<file path="config.mk">
export PLATFORM = sky130hd
export DESIGN_NAME = sorted_priority_queue
export DESIGN_NICKNAME = d
export VERILOG_FILES = /design/src/rtl/spq_pkg.sv /design/src/rtl/spq_cell.sv /design/src/rtl/sorted_priority_queue.sv
export SDC_FILE = /design/constraint.sdc
export NUM_CORES = 2
export LEC_CHECK = 0
export BUFFER_PORTS_ARGS = -buffer_cell sky130_fd_sc_hd__buf_4
export CORE_MARGIN = 2
export CORE_UTILIZATION = 25
export CTS_CLUSTER_DIAMETER = 200
export DETAILED_ROUTE_END_ITERATION = 12
export GPL_ROUTABILITY_DRIVEN = 0
export PLACE_DENSITY_LB_ADDON = 0.12
export SETUP_SLACK_MARGIN = 0.2
export SYNTH_ARGS = -nofsm -noshare
export SYNTH_HDL_FRONTEND = slang
export SYNTH_SLANG_ARGS = --single-unit
</file>
<file path="constraint.sdc">
create_clock -name i_clk -period 16.35 [get_ports i_clk]
set_clock_uncertainty 0.15 [all_clocks]
set_input_delay 0.8175 -clock i_clk [delete_from_list [all_inputs] [get_ports i_clk]]
set_output_delay 0.8175 -clock i_clk [all_outputs]
set_load 0.02 [all_outputs]
</file>
<file path="src/rtl/spq_pkg.sv">
// Package with the shared types, sizes and codes of the sorted priority queue.
`default_nettype none
package spq_pkg;

    localparam int QUEUE_DEPTH = 16;
    localparam int CNT_W       = $clog2(QUEUE_DEPTH + 1);
    localparam int VAL_W       = 32;
    localparam int PRI_W       = 16;
    localparam int STAT_W      = 2;
    localparam int OCC_W       = 5;

    localparam logic CMD_INSERT = 1'b0;
    localparam logic CMD_REMOVE = 1'b1;

    localparam logic [STAT_W-1:0] ST_OK    = 2'd0;
    localparam logic [STAT_W-1:0] ST_EMPTY = 2'd1;
    localparam logic [STAT_W-1:0] ST_FULL  = 2'd2;

    typedef struct packed {
        logic                     cmd;
        logic signed [VAL_W-1:0]  value_in;
        logic signed [PRI_W-1:0]  priority_in;
    } t_in;

    typedef struct packed {
        logic signed [VAL_W-1:0]  value_out;
        logic signed [PRI_W-1:0]  priority_out;
        logic        [STAT_W-1:0] status;
        logic        [OCC_W-1:0]  occupancy;
    } t_out;

    typedef struct packed {
        logic signed [VAL_W-1:0]  value;
        logic signed [PRI_W-1:0]  prio;
    } t_entry;

    typedef struct packed {
        logic insert;
        logic remove;
    } t_cell_ctl;

endpackage
`default_nettype wire

</file>
<file path="src/rtl/spq_cell.sv">
// One slot of the sorted queue: holds an entry and shifts it toward or away from the head.
`default_nettype none
module spq_cell (
    input  wire                 i_clk,
    input  spq_pkg::t_cell_ctl  i_ctl,
    input  wire                 i_occ,
    input  wire                 i_prev_keep,
    input  spq_pkg::t_entry     i_new,
    input  spq_pkg::t_entry     i_prev,
    input  spq_pkg::t_entry     i_next,
    output spq_pkg::t_entry     o_entry,
    output logic                o_keep
);
    import spq_pkg::*;

    t_entry r_entry;
    t_entry n_entry;

    // An occupied slot whose priority is at least the new one stays in front of it.
    assign o_keep  = i_occ && (r_entry.prio >= i_new.prio);
    assign o_entry = r_entry;

    always_comb begin
        n_entry = r_entry;
        priority if (i_ctl.insert) begin
            if (!o_keep) begin
                n_entry = i_prev_keep ? i_new : i_prev;
            end
        end else if (i_ctl.remove) begin
            n_entry = i_next;
        end
    end

    always_ff @(posedge i_clk) begin
        r_entry <= n_entry;
    end

endmodule
`default_nettype wire

</file>
<file path="src/rtl/sorted_priority_queue.sv">
// Top level of the sorted priority queue: cell row, entry count and result register.
`default_nettype none
// A bounded priority queue of QUEUE_DEPTH entries kept sorted in a row of cells, highest
// priority at the head; equal priorities leave in arrival order. Each beat is one insert or
// one remove and yields one result beat with a status, the occupancy and, for a remove, the
// removed entry. All cells compare their priority with the new one in parallel and shift
// by one place at once, so one beat is taken per cycle unless the result is stalled. A
// result is registered when its beat is accepted, and a new beat is taken whenever the
// result register is empty or being drained. Entries beyond the count are never read, so no
// clearing is done after reset.
module sorted_priority_queue (
    input  wire              i_clk,
    input  wire              i_rst_n,
    input  wire              i_valid,
    output logic             o_ready,
    input  spq_pkg::t_in     i_data,
    output logic             o_valid,
    input  wire              i_ready,
    output spq_pkg::t_out    o_data
);
    import spq_pkg::*;

    logic [CNT_W-1:0] r_count;
    logic [CNT_W-1:0] n_count;
    logic             r_out_valid;
    t_out             r_out;
    t_out             n_out;
    logic             accept;
    logic             is_full;
    logic             is_empty;
    t_cell_ctl        ctl;
    t_entry           new_entry;
    t_entry           cell_q [QUEUE_DEPTH];
    logic             keep   [QUEUE_DEPTH];

    assign o_ready   = !r_out_valid || i_ready;
    assign accept    = i_valid && o_ready;
    assign is_full   = (r_count == CNT_W'(QUEUE_DEPTH));
    assign is_empty  = (r_count == '0);
    assign new_entry = '{value: i_data.value_in, prio: i_data.priority_in};

    assign ctl = '{insert: accept && (i_data.cmd == CMD_INSERT) && !is_full,
                   remove: accept && (i_data.cmd == CMD_REMOVE) && !is_empty};

    for (genvar g = 0; g < QUEUE_DEPTH; g++) begin : g_cell
        localparam logic [CNT_W-1:0] IDX = CNT_W'(g);
        logic   occ;
        logic   prev_keep;
        t_entry prev_entry;
        t_entry next_entry;

        assign occ = (IDX < r_count);

        if (g == 0) begin : g_head
            assign prev_keep  = 1'b1;
            assign prev_entry = new_entry;
        end else begin : g_body
            assign prev_keep  = keep[g-1];
            assign prev_entry = cell_q[g-1];
        end

        if (g == QUEUE_DEPTH - 1) begin : g_tail
            assign next_entry = cell_q[g];
        end else begin : g_inner
            assign next_entry = cell_q[g+1];
        end

        spq_cell u_cell (
            .i_clk       (i_clk),
            .i_ctl       (ctl),
            .i_occ       (occ),
            .i_prev_keep (prev_keep),
            .i_new       (new_entry),
            .i_prev      (prev_entry),
            .i_next      (next_entry),
            .o_entry     (cell_q[g]),
            .o_keep      (keep[g])
        );
    end

    always_comb begin
        n_count = r_count;
        if (ctl.insert) begin
            n_count = r_count + CNT_W'(1);
        end else if (ctl.remove) begin
            n_count = r_count - CNT_W'(1);
        end

        n_out              = '0;
        n_out.occupancy    = OCC_W'(n_count);
        unique case (i_data.cmd)
            CMD_INSERT: begin
                n_out.status = is_full ? ST_FULL : ST_OK;
            end
            CMD_REMOVE: begin
                if (is_empty) begin
                    n_out.status = ST_EMPTY;
                end else begin
                    n_out.status       = ST_OK;
                    n_out.value_out    = cell_q[0].value;
                    n_out.priority_out = cell_q[0].prio;
                end
            end
            default: begin
                n_out.status = ST_OK;
            end
        endcase
    end

    always_ff @(posedge i_clk) begin
        if (!i_rst_n) begin
            r_count     <= '0;
            r_out_valid <= 1'b0;
        end else begin
            r_count <= n_count;
            if (accept) begin
                r_out_valid <= 1'b1;
            end else if (i_ready) begin
                r_out_valid <= 1'b0;
            end
        end
    end

    always_ff @(posedge i_clk) begin
        if (accept) begin
            r_out <= n_out;
        end
    end

    assign o_valid = r_out_valid;
    assign o_data  = r_out;

endmodule
`default_nettype wire
</file>
---- After elaboration in Yosys (flattened, before gate mapping) ----
Cells that the tools add are included.
cells by class
  $add $sub $neg .......................... 2
  order comparisons ....................... 32
  eq/ne operators ......................... 16
  mux-type cells .......................... 67
  bitwise gates (word level) .............. 2
  reduce and logical (&&, ||, !) cells .... 45
operator list
  operator                                                                      count
  48-bit 2-to-1 mux                                                             60
  16-bit greater-or-equal comparator                                            16
  4-bit by 5-bit less-than comparator with 1-bit output (first input constant)  8
  2-bit AND reduction                                                           16
  2-bit inequality test (second input constant)                                 15
  1-bit logical AND                                                             21
  3-bit by 5-bit less-than comparator with 1-bit output (first input constant)  4
  1-bit by 5-bit less-than comparator with 1-bit output (first input constant)  2
  2-bit by 5-bit less-than comparator with 1-bit output (first input constant)  2
  5-bit 2-to-1 mux                                                              2
  5-bit by 1-bit adder with 5-bit output (second input constant)                1
  5-bit == test (second input constant)                                         1
  5-bit logical NOT                                                             1
  5-bit by 1-bit subtractor with 5-bit output (second input constant)           1
  2-bit case mux with 2 select lines                                            1
  2-bit nonzero test                                                            2
  1-bit logical NOT                                                             3
  1-bit 2-to-1 mux                                                              3
  2-bit 2-to-1 mux                                                              1
  1-bit NOT                                                                     2
  2-bit OR reduction                                                            1
  1-bit logical OR                                                              1
word-level totals
  register bits after elaboration ......... 829
  output and inout port bits .............. 57
  word-level logic and storage cells ...... 202

---- Depth between registers and ports, before layout ----
  depth after elaboration ................. 7
  mapped depth ............................ 14
  depth with buffers taken out ............ 10

---- Hierarchy ----
From an unflattened synthesis, not the netlist that was laid out.
unflattened totals
  cells, all modules ...................... 4574
  area, all modules ....................... 49283.5 um^2
by module, submodules not included
  module                            times used  cells an instance  area each (um^2)  seq. area each (um^2)
  spq_cell at g_cell[0].u_cell ...  10          270                2896.5            1441.4
  spq_cell at g_cell[4].u_cell ...  6           278                2940.3            1441.4
  sorted_priority_queue             1           206                2676.3            1771.7

---- Worst setup path before layout ----
OpenSTA, ideal clock, no wires.
  path kind ............................... input port to flip-flop
  start ................................... input port i_data[15] (netlist name)
  end ..................................... register g_cell[0].u_cell.r_entry (netlist bit g_cell[0].u_cell.o_entry[0]), enable pin
  library setup time ...................... 520 ps
  data arrival time ....................... 6798 ps
  data required time ...................... 15680 ps
  slack ................................... 8882 ps
  stages .................................. 12
  cell sequence ........................... clkbuf_1 -> inv_1 -> ha_1 -> nand3_1 -> or4_1 -> a21oi_1 -> nand3b_1 -> mux2_2 -> and2_1 -> buf_4 -> buf_4 -> o21ai_0
between the ends
  word-level cells in the longest chain between the ends .. 4
RTL lines
  what                                    line                         text
  start: declaration                      sorted_priority_queue.sv:16  input spq_pkg::t_in i_data,
  16-bit greater-or-equal comparator      spq_cell.sv:20               assign o_keep = i_occ && (r_entry.prio >= i_new.prio);
  1-bit logical AND                       spq_cell.sv:20
  2-bit inequality test (no source line)  --
  2-bit AND reduction (no source line)    --
  end signal: assignment                  spq_cell.sv:35               r_entry <= n_entry;
  end: declaration                        spq_cell.sv:16               t_entry r_entry;
No other way between the ends.
A chain may end at the register's enable or synchronous reset.

---- Final worst setup path ----
  start ................................... input port i_data[12] (netlist name)
  end ..................................... register g_cell[2].u_cell.r_entry (netlist bit g_cell[2].u_cell.o_entry[26]), enable pin
between the ends
  word-level cells in the longest chain between the ends .. 4
RTL lines
  what                                    line
  16-bit greater-or-equal comparator      spq_cell.sv:20
  1-bit logical AND                       spq_cell.sv:20
  2-bit inequality test (no source line)  --
  2-bit AND reduction (no source line)    --
  end signal: assignment                  spq_cell.sv:35
  end: declaration                        spq_cell.sv:16
No other way between the ends.

==> impl_metrics.env <==
export IMPL_postSynthAreaPerCell_um2=10.81
export IMPL_cts_resized=0
export IMPL_synth_cell_types=58
export IMPL_path_delay_family="compound AO/OA/AOI/OAI gates"
export IMPL_fmax_mhz=187.6
export IMPL_drc_errors=0
export IMPL_critPathLaunchType="primary input"
export IMPL_fp_coreArea_um2=183100
export IMPL_cp_end_kind="flip-flop"
export IMPL_grt_pass1_wl_mm=237.9
export IMPL_nFillCells=19160
export IMPL_design_area_um2=52720
export IMPL_dieArea_um2=187600
export IMPL_powerDensity_nw_per_um2=119.8
export IMPL_layout_area_seq_um2=24830
export IMPL_hold_viol=0
export IMPL_ys_seq_elements=829
export IMPL_worst_setup_path_type="in -> reg"
export IMPL_dr_pass1_iters=5
export IMPL_pin_count=110
export IMPL_cts_tree="done"
export IMPL_slew_violations=0
export IMPL_dieWidth_um=433.1
export IMPL_drive_above_1_share_pct=9.821
export IMPL_ys_seq_area_share_pct=53.94
export IMPL_cts_sinks=829
export IMPL_crit_path_frequent_cell="buf_4"
export IMPL_grt_max_degree=213
export IMPL_ctsHtreeMaxLevel=3
export IMPL_io_buffers=109
export IMPL_hpwlAfterDp_mm=102.9
export IMPL_wirelength_mm=163.0
export IMPL_slew_headroom_pct=23.35
export IMPL_first_iter_violations=2197
export IMPL_period_minus_slack_ps=5331
export IMPL_syn_inst=4258
export IMPL_clk_path_buf_depth=3
export IMPL_gr_total_overflow=0
export IMPL_crit_buf_inv=3
export IMPL_cp_max_fo=33
export IMPL_synth_nets=4570
export IMPL_cts_hold_buffers_added=0
export IMPL_area_delta_synth_final_pct=14.50
export IMPL_die_h_um=433.1
export IMPL_start_util_pct=25.15
export IMPL_postCtsSetupBuffers=0
export IMPL_final_cell_mix="823 x edfxtp_1, 602 x nand2_1, 507 x mux2i_1"
export IMPL_maxCapViolCount=0
export IMPL_final_nets=4541
export IMPL_antenna_found_initial=6
export IMPL_synth_edff_count=823
export IMPL_hold_class="in -> reg"
export IMPL_dr_total_vias=32930
export IMPL_grt_usage_pct=17.18
export IMPL_drtAntennaViolNets=0
export IMPL_cp_arrival_ps=5510
export IMPL_rsz0062_at_grt="false"
export IMPL_worst_pin_slew_ps=1145
export IMPL_yosys_warnings=0
export IMPL_setup_viol=0
export IMPL_grt_pass1_vias=33430
export IMPL_netlist_area_um2=46040
export IMPL_hold_ws_ps=198.6
export IMPL_numCtsBuffers=102
export IMPL_ir_drop_mv=0.09260
export IMPL_final_common_cell="edfxtp_1"
export IMPL_crit_chain="buf_4, inv_1, ha_1, a21o_1, a2111o_1, a2111oi_0, a221o_4, nand2_1, nand2_4, buf_4"
export IMPL_root_buffer="clkbuf_16"
export IMPL_insertion_delay_ps=730
export IMPL_rows=157
export IMPL_crit_required_ps=16530
export IMPL_critPathSlowestCell="a2111oi_0"
export IMPL_placed_area_um2=49480
export IMPL_setup_tns_ps=0
export IMPL_wl_per_cell_um=24.07
export IMPL_vias_per_cell=4.863
export IMPL_slowest_delay_ps=820
export IMPL_synth_flop_cell="edfxtp_1"
export IMPL_clk_pin_slew_worst_paths_ps=60
export IMPL_leakage_uw=0.01890
export IMPL_post_route_period_util_pct=32.61
export IMPL_ys_async_sr_fraction_pct=0
export IMPL_outcome="completed"
export IMPL_multi_input_area_um2=19940
-- synthesized netlist by cell type (5+ instances only) --
master / count / share of area, %
buf_6: 6 / 0.15
nand4_1: 42 / 0.57
and2_1: 55 / 0.75
nor2_1: 372 / 3.0
o21ai_1: 7 / 0.076
inv_1: 51 / 0.42
or4_1: 5 / 0.082
o221ai_1: 6 / 0.11
o22ai_1: 6 / 0.082
a41oi_1: 5 / 0.095
nand2_1: 608 / 5.0
nand2b_1: 6 / 0.082
mux2i_1: 507 / 11
mux2_2: 50 / 1.2
buf_1: 11 / 0.090
nor4_1: 7 / 0.095
nand3_1: 92 / 1.0
dfxtp_1: 6 / 0.26
o21ai_0: 329 / 3.6
a211oi_1: 14 / 0.23
nor3_1: 9 / 0.098
a21o_1: 42 / 0.68
o211ai_1: 76 / 1.2
nand3b_1: 6 / 0.098
clkbuf_1: 233 / 1.9
nor2b_1: 12 / 0.16
a31oi_1: 17 / 0.23
a21oi_1: 472 / 5.1
edfxtp_1: 823 / 54
ha_1: 259 / 7.0
buf_4: 16 / 0.26
buf_2: 53 / 0.58
and3_1: 5 / 0.068
-- power by group --
group	total, uW	internal (uW)	switching (uW)
clock network	2270	1290	985
registers	2870	2690	173
logic	1180	377	800
-- layout make-up --
class | count | share of cell area [%]
Antenna cell | 1 | 0.004747
Timing Repair Buffer | 186 | 2.720
Clock inverter | 57 | 0.9921
Inverter | 51 | 0.3655
Sequential cell | 829 | 47.11
Clock buffer | 125 | 5.143
Tap cell | 2464 | 5.848
Multi-Input combinational cell | 3059 | 37.82
-- flip-flops by register name, indices dropped and copies added (netlist names) --
signal                 count
g_cell.u_cell.o_entry    768
o_data                    55
r_count                    5
o_valid                    1
-- path summary, 6_finish.rpt --
kind	slack [ps]	to	cells after the start	start
max	11020	g_cell[2].u_cell.o_entry[26]	10	i_data[12]
max reg2reg	11310	g_cell[2].u_cell.o_entry[29]	10	r_count[1]
min	200	r_count[4]	2	i_rst_n
min reg2reg	380	g_cell[14].u_cell.o_entry[39]	2	g_cell[15].u_cell.o_entry[39]
-- routing by layer --
layer	vias up	wire length, um	part of all wire (%)	track usage [%]
li1	15620	-	-	-
met1	16550	76110	47	23.49
met2	600	77340	47	28.74
met3	159	6105	3.7	1.963
met4	2	3465	2.1	4.421
met5	-	9	0.0055	0
-- cell families (layout without fill, tap and decap cells) --
family          after synthesis  after routing  share of synthesized area, %
fa+ha+maj                   259            259                         7.039
flops                       829            829                         53.94
compound gates             1006           1006                         12.07
mux                         557            557                         12.25
simple gates               1230           1230                         11.19
xor+xnor                      7              7                        0.1332
buf+inv                     370            419                         3.389
other cells                   0              1                             0
-- metrics by stage --
step           power [uW]  setup WS [ps]  instances  utilization (%)
2_1_floorplan        3597           8882       4258                -
3_3_place_gp         4110          10230       6589            27.03
3_5_place_dp         4114          10140       6589            27.03
4_1_cts              6437          10970       6771            28.79
5_1_grt              6638          10840       6771            28.79
6_report             6315          11020       6772            28.79
Note: power is estimated with default switching activity, not from simulation.
